File: src/rtl/rtpjb_pkg.sv
`timescale 1ns / 1ps
`default_nettype none
package rtpjb_pkg;

    localparam int MAX_DEPTH      = 8;
    localparam int MAX_STREAMS    = 16;
    localparam int DEFAULT_STAGES = 2;

    localparam int SW    = (MAX_DEPTH > 1) ? $clog2(MAX_DEPTH) : 1;
    localparam int CW    = $clog2(MAX_DEPTH + 1);
    localparam int PW    = (MAX_STREAMS > 1) ? $clog2(MAX_STREAMS) : 1;
    localparam int LW    = $clog2(MAX_STREAMS + 1);
    localparam int NSLOT = MAX_DEPTH * MAX_STREAMS;
    localparam int AW    = (NSLOT > 1) ? $clog2(NSLOT) : 1;
    localparam int CFGW  = 4;

    localparam logic OP_ADD = 1'b0;
    localparam logic OP_POP = 1'b1;

    localparam logic [2:0] K_STORED = 3'd0;
    localparam logic [2:0] K_DUP    = 3'd1;
    localparam logic [2:0] K_DROP   = 3'd2;
    localparam logic [2:0] K_REL    = 3'd3;
    localparam logic [2:0] K_EMPTY  = 3'd4;
    localparam logic [2:0] K_FULL   = 3'd5;

    localparam logic [1:0] SRC_IN   = 2'd0;
    localparam logic [1:0] SRC_RD   = 2'd1;
    localparam logic [1:0] SRC_ZERO = 2'd2;
    localparam logic [1:0] SRC_DROP = 2'd3;

    typedef struct packed {
        logic [31:0] stream;
        logic [15:0] seq;
        logic [15:0] tag;
    } t_frame;

    typedef struct packed {
        logic          in_load;
        logic [CW-1:0] cur_stage;
        logic          rd_en;
        logic [CW-1:0] rd_stage;
        logic [LW-1:0] rd_pos;
        logic          wr_en;
        logic [CW-1:0] wr_stage;
        logic [LW-1:0] wr_pos;
        logic [1:0]    wr_src;
        logic          len_inc;
        logic          cnt_set;
        logic          pop_stage;
        logic          drop_load;
        logic          out_load;
        logic [2:0]    out_kind;
        logic [1:0]    out_src;
        logic          out_last;
    } t_cmd;

    typedef struct packed {
        logic          op;
        logic          stream_gt;
        logic          stream_eq;
        logic          seq_gt;
        logic          seq_eq;
        logic [LW-1:0] len;
        logic [CW-1:0] count;
        logic [CW-1:0] limit;
        logic          out_free;
    } t_stat;

endpackage
`default_nettype wire

File: src/rtl/rtpjb_ctrl.sv
`timescale 1ns / 1ps
`default_nettype none
module rtpjb_ctrl
    import rtpjb_pkg::*;
(
    input  wire logic  i_clk,
    input  wire logic  i_rst_n,
    input  wire logic  i_in_valid,
    output logic       o_in_ready,
    input  wire t_stat i_stat,
    output t_cmd       o_cmd
);

    localparam logic [3:0] ST_IDLE     = 4'd0;
    localparam logic [3:0] ST_START    = 4'd1;
    localparam logic [3:0] ST_SCAN_RD  = 4'd2;
    localparam logic [3:0] ST_SCAN_CHK = 4'd3;
    localparam logic [3:0] ST_ALL      = 4'd4;
    localparam logic [3:0] ST_SH_RD    = 4'd5;
    localparam logic [3:0] ST_SH_WR    = 4'd6;
    localparam logic [3:0] ST_MV_RD    = 4'd7;
    localparam logic [3:0] ST_MV_WR    = 4'd8;
    localparam logic [3:0] ST_DR_LD    = 4'd9;
    localparam logic [3:0] ST_DR_RD    = 4'd10;
    localparam logic [3:0] ST_DR_WR    = 4'd11;
    localparam logic [3:0] ST_POP_RD   = 4'd12;
    localparam logic [3:0] ST_POP_OUT  = 4'd13;
    localparam logic [3:0] ST_EMIT     = 4'd14;

    logic [3:0]    r_state, n_state;
    logic [CW-1:0] r_s, n_s;
    logic [LW-1:0] r_p, n_p;
    logic [CW-1:0] r_s0, n_s0;
    logic          r_s0_ok, n_s0_ok;
    logic [LW-1:0] r_pos [MAX_DEPTH];
    logic [LW-1:0] n_pos [MAX_DEPTH];
    logic [2:0]    r_kind, n_kind;
    logic [1:0]    r_src, n_src;

    logic [CW-1:0] eff;
    logic [CW-1:0] sm1;
    logic [CW-1:0] sp1;
    logic [CW-1:0] s0v;
    logic [SW-1:0] ix;
    logic [SW-1:0] ixm;
    logic [SW-1:0] ixp;
    logic          go_next;
    logic          go_absent;

    assign eff = (i_stat.count == '0) ? CW'(1) : i_stat.count;
    assign sm1 = r_s - CW'(1);
    assign sp1 = r_s + CW'(1);
    assign ix  = r_s[SW-1:0];
    assign ixm = sm1[SW-1:0];
    assign ixp = sp1[SW-1:0];
    assign s0v = r_s0_ok ? r_s0 : i_stat.count;

    always_comb begin
        n_state   = r_state;
        n_s       = r_s;
        n_p       = r_p;
        n_s0      = r_s0;
        n_s0_ok   = r_s0_ok;
        n_pos     = r_pos;
        n_kind    = r_kind;
        n_src     = r_src;
        o_cmd     = '0;
        o_cmd.cur_stage = r_s;
        o_in_ready = 1'b0;
        go_next   = 1'b0;
        go_absent = 1'b0;

        case (r_state)
            ST_IDLE: begin
                o_in_ready = 1'b1;
                if (i_in_valid) begin
                    o_cmd.in_load = 1'b1;
                    n_s     = '0;
                    n_p     = '0;
                    n_s0_ok = 1'b0;
                    n_state = ST_START;
                end
            end
            ST_START: begin
                if (i_stat.op == OP_POP) begin
                    if (i_stat.count == '0) begin
                        n_kind  = K_EMPTY;
                        n_src   = SRC_ZERO;
                        n_state = ST_EMIT;
                    end else if (i_stat.len == '0) begin
                        o_cmd.pop_stage = 1'b1;
                        n_kind  = K_EMPTY;
                        n_src   = SRC_ZERO;
                        n_state = ST_EMIT;
                    end else begin
                        n_state = ST_POP_RD;
                    end
                end else begin
                    n_state = ST_SCAN_RD;
                end
            end
            ST_SCAN_RD: begin
                if (r_p < i_stat.len) begin
                    o_cmd.rd_en    = 1'b1;
                    o_cmd.rd_stage = r_s;
                    o_cmd.rd_pos   = r_p;
                    n_state        = ST_SCAN_CHK;
                end else begin
                    go_absent = 1'b1;
                end
            end
            ST_SCAN_CHK: begin
                if (i_stat.stream_gt) begin
                    n_p     = r_p + LW'(1);
                    n_state = ST_SCAN_RD;
                end else if (i_stat.stream_eq) begin
                    n_pos[ix] = r_p;
                    if (!r_s0_ok && i_stat.seq_eq) begin
                        n_kind  = K_DUP;
                        n_src   = SRC_IN;
                        n_state = ST_EMIT;
                    end else begin
                        // first stored frame newer than the input starts the chain
                        if (!r_s0_ok && !i_stat.seq_gt) begin
                            n_s0    = r_s;
                            n_s0_ok = 1'b1;
                        end
                        go_next = 1'b1;
                    end
                end else begin
                    go_absent = 1'b1;
                end
            end
            ST_ALL: begin
                n_s0 = s0v;
                if (i_stat.count < i_stat.limit) begin
                    // open a new empty stage at the end
                    n_s   = i_stat.count;
                    n_pos[i_stat.count[SW-1:0]] = '0;
                    n_p   = '0;
                    n_state = ST_SH_RD;
                end else if (s0v == '0) begin
                    n_kind  = K_DROP;
                    n_src   = SRC_IN;
                    n_state = ST_EMIT;
                end else begin
                    o_cmd.rd_en    = 1'b1;
                    o_cmd.rd_stage = '0;
                    o_cmd.rd_pos   = r_pos[0];
                    n_state        = ST_DR_LD;
                end
            end
            ST_SH_RD: begin
                if (r_p > r_pos[ix]) begin
                    o_cmd.rd_en    = 1'b1;
                    o_cmd.rd_stage = r_s;
                    o_cmd.rd_pos   = r_p - LW'(1);
                    n_state        = ST_SH_WR;
                end else begin
                    o_cmd.len_inc = 1'b1;
                    if (r_s >= i_stat.count) begin
                        o_cmd.cnt_set = 1'b1;
                    end
                    n_state = ST_MV_RD;
                end
            end
            ST_SH_WR: begin
                o_cmd.wr_en    = 1'b1;
                o_cmd.wr_stage = r_s;
                o_cmd.wr_pos   = r_p;
                o_cmd.wr_src   = SRC_RD;
                n_p            = r_p - LW'(1);
                n_state        = ST_SH_RD;
            end
            ST_MV_RD: begin
                if (r_s > r_s0) begin
                    o_cmd.rd_en    = 1'b1;
                    o_cmd.rd_stage = sm1;
                    o_cmd.rd_pos   = r_pos[ixm];
                    n_state        = ST_MV_WR;
                end else begin
                    o_cmd.wr_en    = 1'b1;
                    o_cmd.wr_stage = r_s;
                    o_cmd.wr_pos   = r_pos[ix];
                    o_cmd.wr_src   = SRC_IN;
                    n_kind         = K_STORED;
                    n_src          = SRC_IN;
                    n_state        = ST_EMIT;
                end
            end
            ST_MV_WR: begin
                o_cmd.wr_en    = 1'b1;
                o_cmd.wr_stage = r_s;
                o_cmd.wr_pos   = r_pos[ix];
                o_cmd.wr_src   = SRC_RD;
                n_s            = sm1;
                n_state        = ST_MV_RD;
            end
            ST_DR_LD: begin
                o_cmd.drop_load = 1'b1;
                n_s     = '0;
                n_state = ST_DR_RD;
            end
            ST_DR_RD: begin
                if (sp1 < r_s0) begin
                    o_cmd.rd_en    = 1'b1;
                    o_cmd.rd_stage = sp1;
                    o_cmd.rd_pos   = r_pos[ixp];
                    n_state        = ST_DR_WR;
                end else begin
                    o_cmd.wr_en    = 1'b1;
                    o_cmd.wr_stage = r_s;
                    o_cmd.wr_pos   = r_pos[ix];
                    o_cmd.wr_src   = SRC_IN;
                    n_kind         = K_DROP;
                    n_src          = SRC_DROP;
                    n_state        = ST_EMIT;
                end
            end
            ST_DR_WR: begin
                o_cmd.wr_en    = 1'b1;
                o_cmd.wr_stage = r_s;
                o_cmd.wr_pos   = r_pos[ix];
                o_cmd.wr_src   = SRC_RD;
                n_s            = sp1;
                n_state        = ST_DR_RD;
            end
            ST_POP_RD: begin
                o_cmd.rd_en    = 1'b1;
                o_cmd.rd_stage = '0;
                o_cmd.rd_pos   = r_p;
                n_state        = ST_POP_OUT;
            end
            ST_POP_OUT: begin
                if (i_stat.out_free) begin
                    o_cmd.out_load = 1'b1;
                    o_cmd.out_kind = K_REL;
                    o_cmd.out_src  = SRC_RD;
                    o_cmd.out_last = (r_p + LW'(1)) == i_stat.len;
                    if ((r_p + LW'(1)) == i_stat.len) begin
                        o_cmd.pop_stage = 1'b1;
                        n_state = ST_IDLE;
                    end else begin
                        n_p     = r_p + LW'(1);
                        n_state = ST_POP_RD;
                    end
                end
            end
            ST_EMIT: begin
                if (i_stat.out_free) begin
                    o_cmd.out_load = 1'b1;
                    o_cmd.out_kind = r_kind;
                    o_cmd.out_src  = r_src;
                    o_cmd.out_last = 1'b1;
                    n_state        = ST_IDLE;
                end
            end
            default: begin
                n_state = ST_IDLE;
            end
        endcase

        if (go_next) begin
            if (sp1 == eff) begin
                n_state = ST_ALL;
            end else begin
                n_s     = sp1;
                n_p     = '0;
                n_state = ST_SCAN_RD;
            end
        end

        // stream missing here: the chain ends with an insert, or K_FULL if full
        if (go_absent) begin
            n_pos[ix] = r_p;
            if (!r_s0_ok) begin
                n_s0 = r_s;
            end
            if (i_stat.len == LW'(MAX_STREAMS)) begin
                n_kind  = K_FULL;
                n_src   = SRC_IN;
                n_state = ST_EMIT;
            end else begin
                n_p     = i_stat.len;
                n_state = ST_SH_RD;
            end
        end
    end

    always_ff @(posedge i_clk) begin
        if (!i_rst_n) begin
            r_state <= ST_IDLE;
            r_s     <= '0;
            r_p     <= '0;
            r_s0    <= '0;
            r_s0_ok <= 1'b0;
            r_kind  <= K_STORED;
            r_src   <= SRC_IN;
        end else begin
            r_state <= n_state;
            r_s     <= n_s;
            r_p     <= n_p;
            r_s0    <= n_s0;
            r_s0_ok <= n_s0_ok;
            r_kind  <= n_kind;
            r_src   <= n_src;
        end
    end

    always_ff @(posedge i_clk) begin
        r_pos <= n_pos;
    end

endmodule
`default_nettype wire

File: config.mk
export PLATFORM = sky130hd
export DESIGN_NAME = rtpjb_ctrl
export DESIGN_NICKNAME = d
export VERILOG_FILES = /design/src/rtl/rtpjb_pkg.sv /design/src/rtl/rtpjb_ctrl.sv
export SDC_FILE = /design/constraint.sdc
export NUM_CORES = 1
export LEC_CHECK = 0
export BUFFER_PORTS_ARGS = -buffer_cell sky130_fd_sc_hd__buf_2
export CELL_PAD_IN_SITES_DETAIL_PLACEMENT = 1
export CELL_PAD_IN_SITES_GLOBAL_PLACEMENT = 1
export CORE_ASPECT_RATIO = 0.6
export CORE_MARGIN = 2
export CORE_UTILIZATION = 49
export DETAILED_ROUTE_END_ITERATION = 10
export GPL_TIMING_DRIVEN = 0
export PLACE_DENSITY_LB_ADDON = 0.3
export SLEW_MARGIN = 20
export SYNTH_ARGS = -nofsm -noshare
export SYNTH_HDL_FRONTEND = slang
export SYNTH_SLANG_ARGS = --single-unit
File: constraint.sdc
create_clock -name i_clk -period 11.68 [get_ports i_clk]
set_input_delay 1.752 -clock i_clk [delete_from_list [all_inputs] [get_ports i_clk]]
set_output_delay 1.752 -clock i_clk [all_outputs]
set_load 0.01 [all_outputs]
==> metrics.txt <==
die span in x=144 um; CTS Sinks=63; cell area after synthesis=5740 sq um; pin count of the biggest net entering global routing=13; top_reg_cell synth=dfxtp_1; total power=1.57 mW; nature of the critical path startpoint=flip-flop; Slew Viols, Final=0; P_leak=2.77 nW; HP Class=flip-flop to flip-flop; Initial Utilization=50.5%; cts repair resizes=0; FMAX=141 MHz; cell-by-cell trace of the critical path=clkbuf_1 > clkbuf_1 > nor2_1 > a221oi_1 > ha_1 > and3_1 > a311o_1 > a21oi_1 > nor2_1 > o221ai_1 > buf_2; Critical Path AT=5320 ps; core region area=11400 sq um; Final Net Count=795; Max rail drop VDD=0.000109 V; area taken by multi-input logic gates=4170 sq um; number of flops mapped to enable cells by yosys=0; IO buf count=59; R2R Path Start=r_s[1]$_SDFF_PN0_; Routed WL=24200 um; die span in y=87.9 um; cts hold-fix bufs=0; FF-to-FF path depth=11; Root Driver=clkbuf_16; Post-synth ARST share=0%; H-tree levels=3; FF+latch area=1260 sq um; Util after Layout=57.5%; Hold Fails Final Rpt=0; die area=12600 sq um; most frequent cells in the layout=77 x nand2_1, 76 x buf_2, 63 x dfxtp_1; slowest cell on the critical path=clkbuf_1; io pins=61; Critical Path Sink Type=output port; global-route wire length before repair=36400 um; post-layout instance area=6540 sq um; area leader, netlist=dfxtp_1; total number of vias=6337; number of synthesis warnings=0; Area Overhead vs Synth=13.8%; All-Layer GR Usage=39.2%; site row count=30; status=completed; syn nets=725; vias in the first global route=6264; max incr delay on CP=670 ps; total CTS buffers=9; fin cells=910; Avg Synthesized Cell Area=8.52 sq um; Synth top area share=22.0%; Final min period=7070 ps; RSZ-0062 raised after global routing=false; wire per inst=26.6 um; Inst Count DP=893; Initial DRT Pass Iterations=6; clock-pin slew on the worst setup and hold paths=60 ps; TNS Setup=0 ps; CP startpoint=r_s[1]$_SDFF_PN0_; # Post-CTS Setup Buffers=0; post-DP HPWL=18900 um; gpl congestion=0.947; sequential share of the synthesized area=22.0%; skew final=9.89 ps; antenna violations before repair=1; fraction of layout instances using a drive strength above 1=20.3%; RR Endpoint=r_state[0]$_SDFFE_PN0P_; global route overflow=0; kind of critical path=flip-flop to output port; register-to-register setup slack=7000 ps; Worst Tran Pin Value=1080 ps; Hold Startpoint=r_pos[22]$_DFF_P_; Post-DP Area=6240 sq um; latest clock arrival within the worst-skew pair=350 ps; Synth cell types=86; Remaining DRCs=0; CP max FO=10; Mapped Cells=674; Seq cells post-synth=63; Vias/cell=6.96; WP data required=9930 ps; Setup-failing EPs final=0; maxcap violations=0; PD cells=241 nW/um^2; # fillers=1400; buffer depth of the longest clock path=2; most common cell after layout, fill and taps aside=nand2_1; top post-synthesis cells by area=dfxtp_1 22%, mux4_2 9.4%, mux2i_1 8.7%; critical path endpoint=o_cmd[29]; Period Utilization, post-route=60.5%; Initial DRC Count=841; Routed Antenna Nets=0; Rel. slew slack=27.1%; CTS tree=built
## routing by layer
layer	wire [um]	track usage, %	part of all wire (%)	vias to the layer above
li1	-	-	-	2696
met1	10300	56.0	43	3112
met2	9700	55.8	40	474
met3	3660	14.6	15	55
met4	478	10.1	2.0	0
met5	0	0	0	-
## worst max-delay path: cells and delay by family (launching register included)
kind	cells	cell delay (ps)
DFF	1	490
AOI/OAI and AO/OA	4	1960
and+or+nand+nor	3	670
adders and majority gates	1	360
buffers and inverters	3	1490
## logic make-up (layout without fill, tap and decap cells)
family / Yosys count / after routing / share of synthesized area, %
AO/OA/AOI/OAI: 170 / 170 / 21.4
XOR/XNOR: 15 / 15 / 2.42
adder cells (fa/ha/maj): 29 / 29 / 6.32
buffers and inverters: 76 / 151 / 5.53
flip-flops: 63 / 63 / 22.0
multiplexers: 85 / 85 / 20.3
other: 1 / 2 / 0.0653
AND/OR/NAND/NOR: 235 / 235 / 22.0
## flip-flops by register name, indices dropped and copies added, names as in the netlist
signal / count
r_kind: 3
r_src: 2
r_s0_ok: 1
r_s0: 4
r_s: 4
r_pos: 40
r_state: 4
r_p: 5
## worst min path at each step
stage,cells past startpoint,end,slack [ps]
finish,2,r_pos[22]$_DFF_P_,490
global route,2,r_pos[15]$_DFF_P_,510
CTS,2,r_pos[22]$_DFF_P_,490
detailed placement,2,r_pos[22]$_DFF_P_,480
global placement,2,r_pos[16]$_DFF_P_,460
floorplan,2,r_pos[16]$_DFF_P_,450
## per-stage QoR
stage               hold WS (ps)  worst slack (ps)
floorplan                    450              6550
global placement             463              5480
detailed placement           480              5210
CTS                          489              4860
global route                 510              4490
finish                       493              4610
## cell type report
cell class                      instances  area share [%]
Sequential cell                        63            19.3
Antenna cell                            1          0.0383
Multi-Input combinational cell        535            63.8
Timing Repair Buffer                   59            4.52
Clock inverter                          6           0.938
Inverter                               36            2.07
Tap cell                              160            3.06
Buffer                                 40            2.79
Clock buffer                           10            3.50
## synth_stat cells (4+ instances only)
cell type	count
nand3_1	16
a31oi_1	12
or2_1	4
nand4_1	7
buf_2	17
mux2i_1	50
a221oi_1	11
nand2b_1	9
clkbuf_1	17
and3_1	5
inv_1	28
a21oi_1	26
inv_2	7
xnor2_1	11
dfxtp_1	63
a22o_1	5
o22ai_1	11
mux4_2	24
nand3b_1	4
buf_1	4
nor2b_1	13
and2_1	8
o21ai_1	10
a211oi_1	7
o211ai_1	7
nand2_1	77
o21ai_0	21
nor2_1	44
ha_1	29
o32ai_1	7
nor3_1	20
mux2_2	9
or4_1	4
## report_power, final
group	switching (mW)	internal (mW)
clock	0.110	0.164
combinational	0.584	0.368
sequential	0.0772	0.271
No activity file was read; power rests on OpenSTA's default activity.
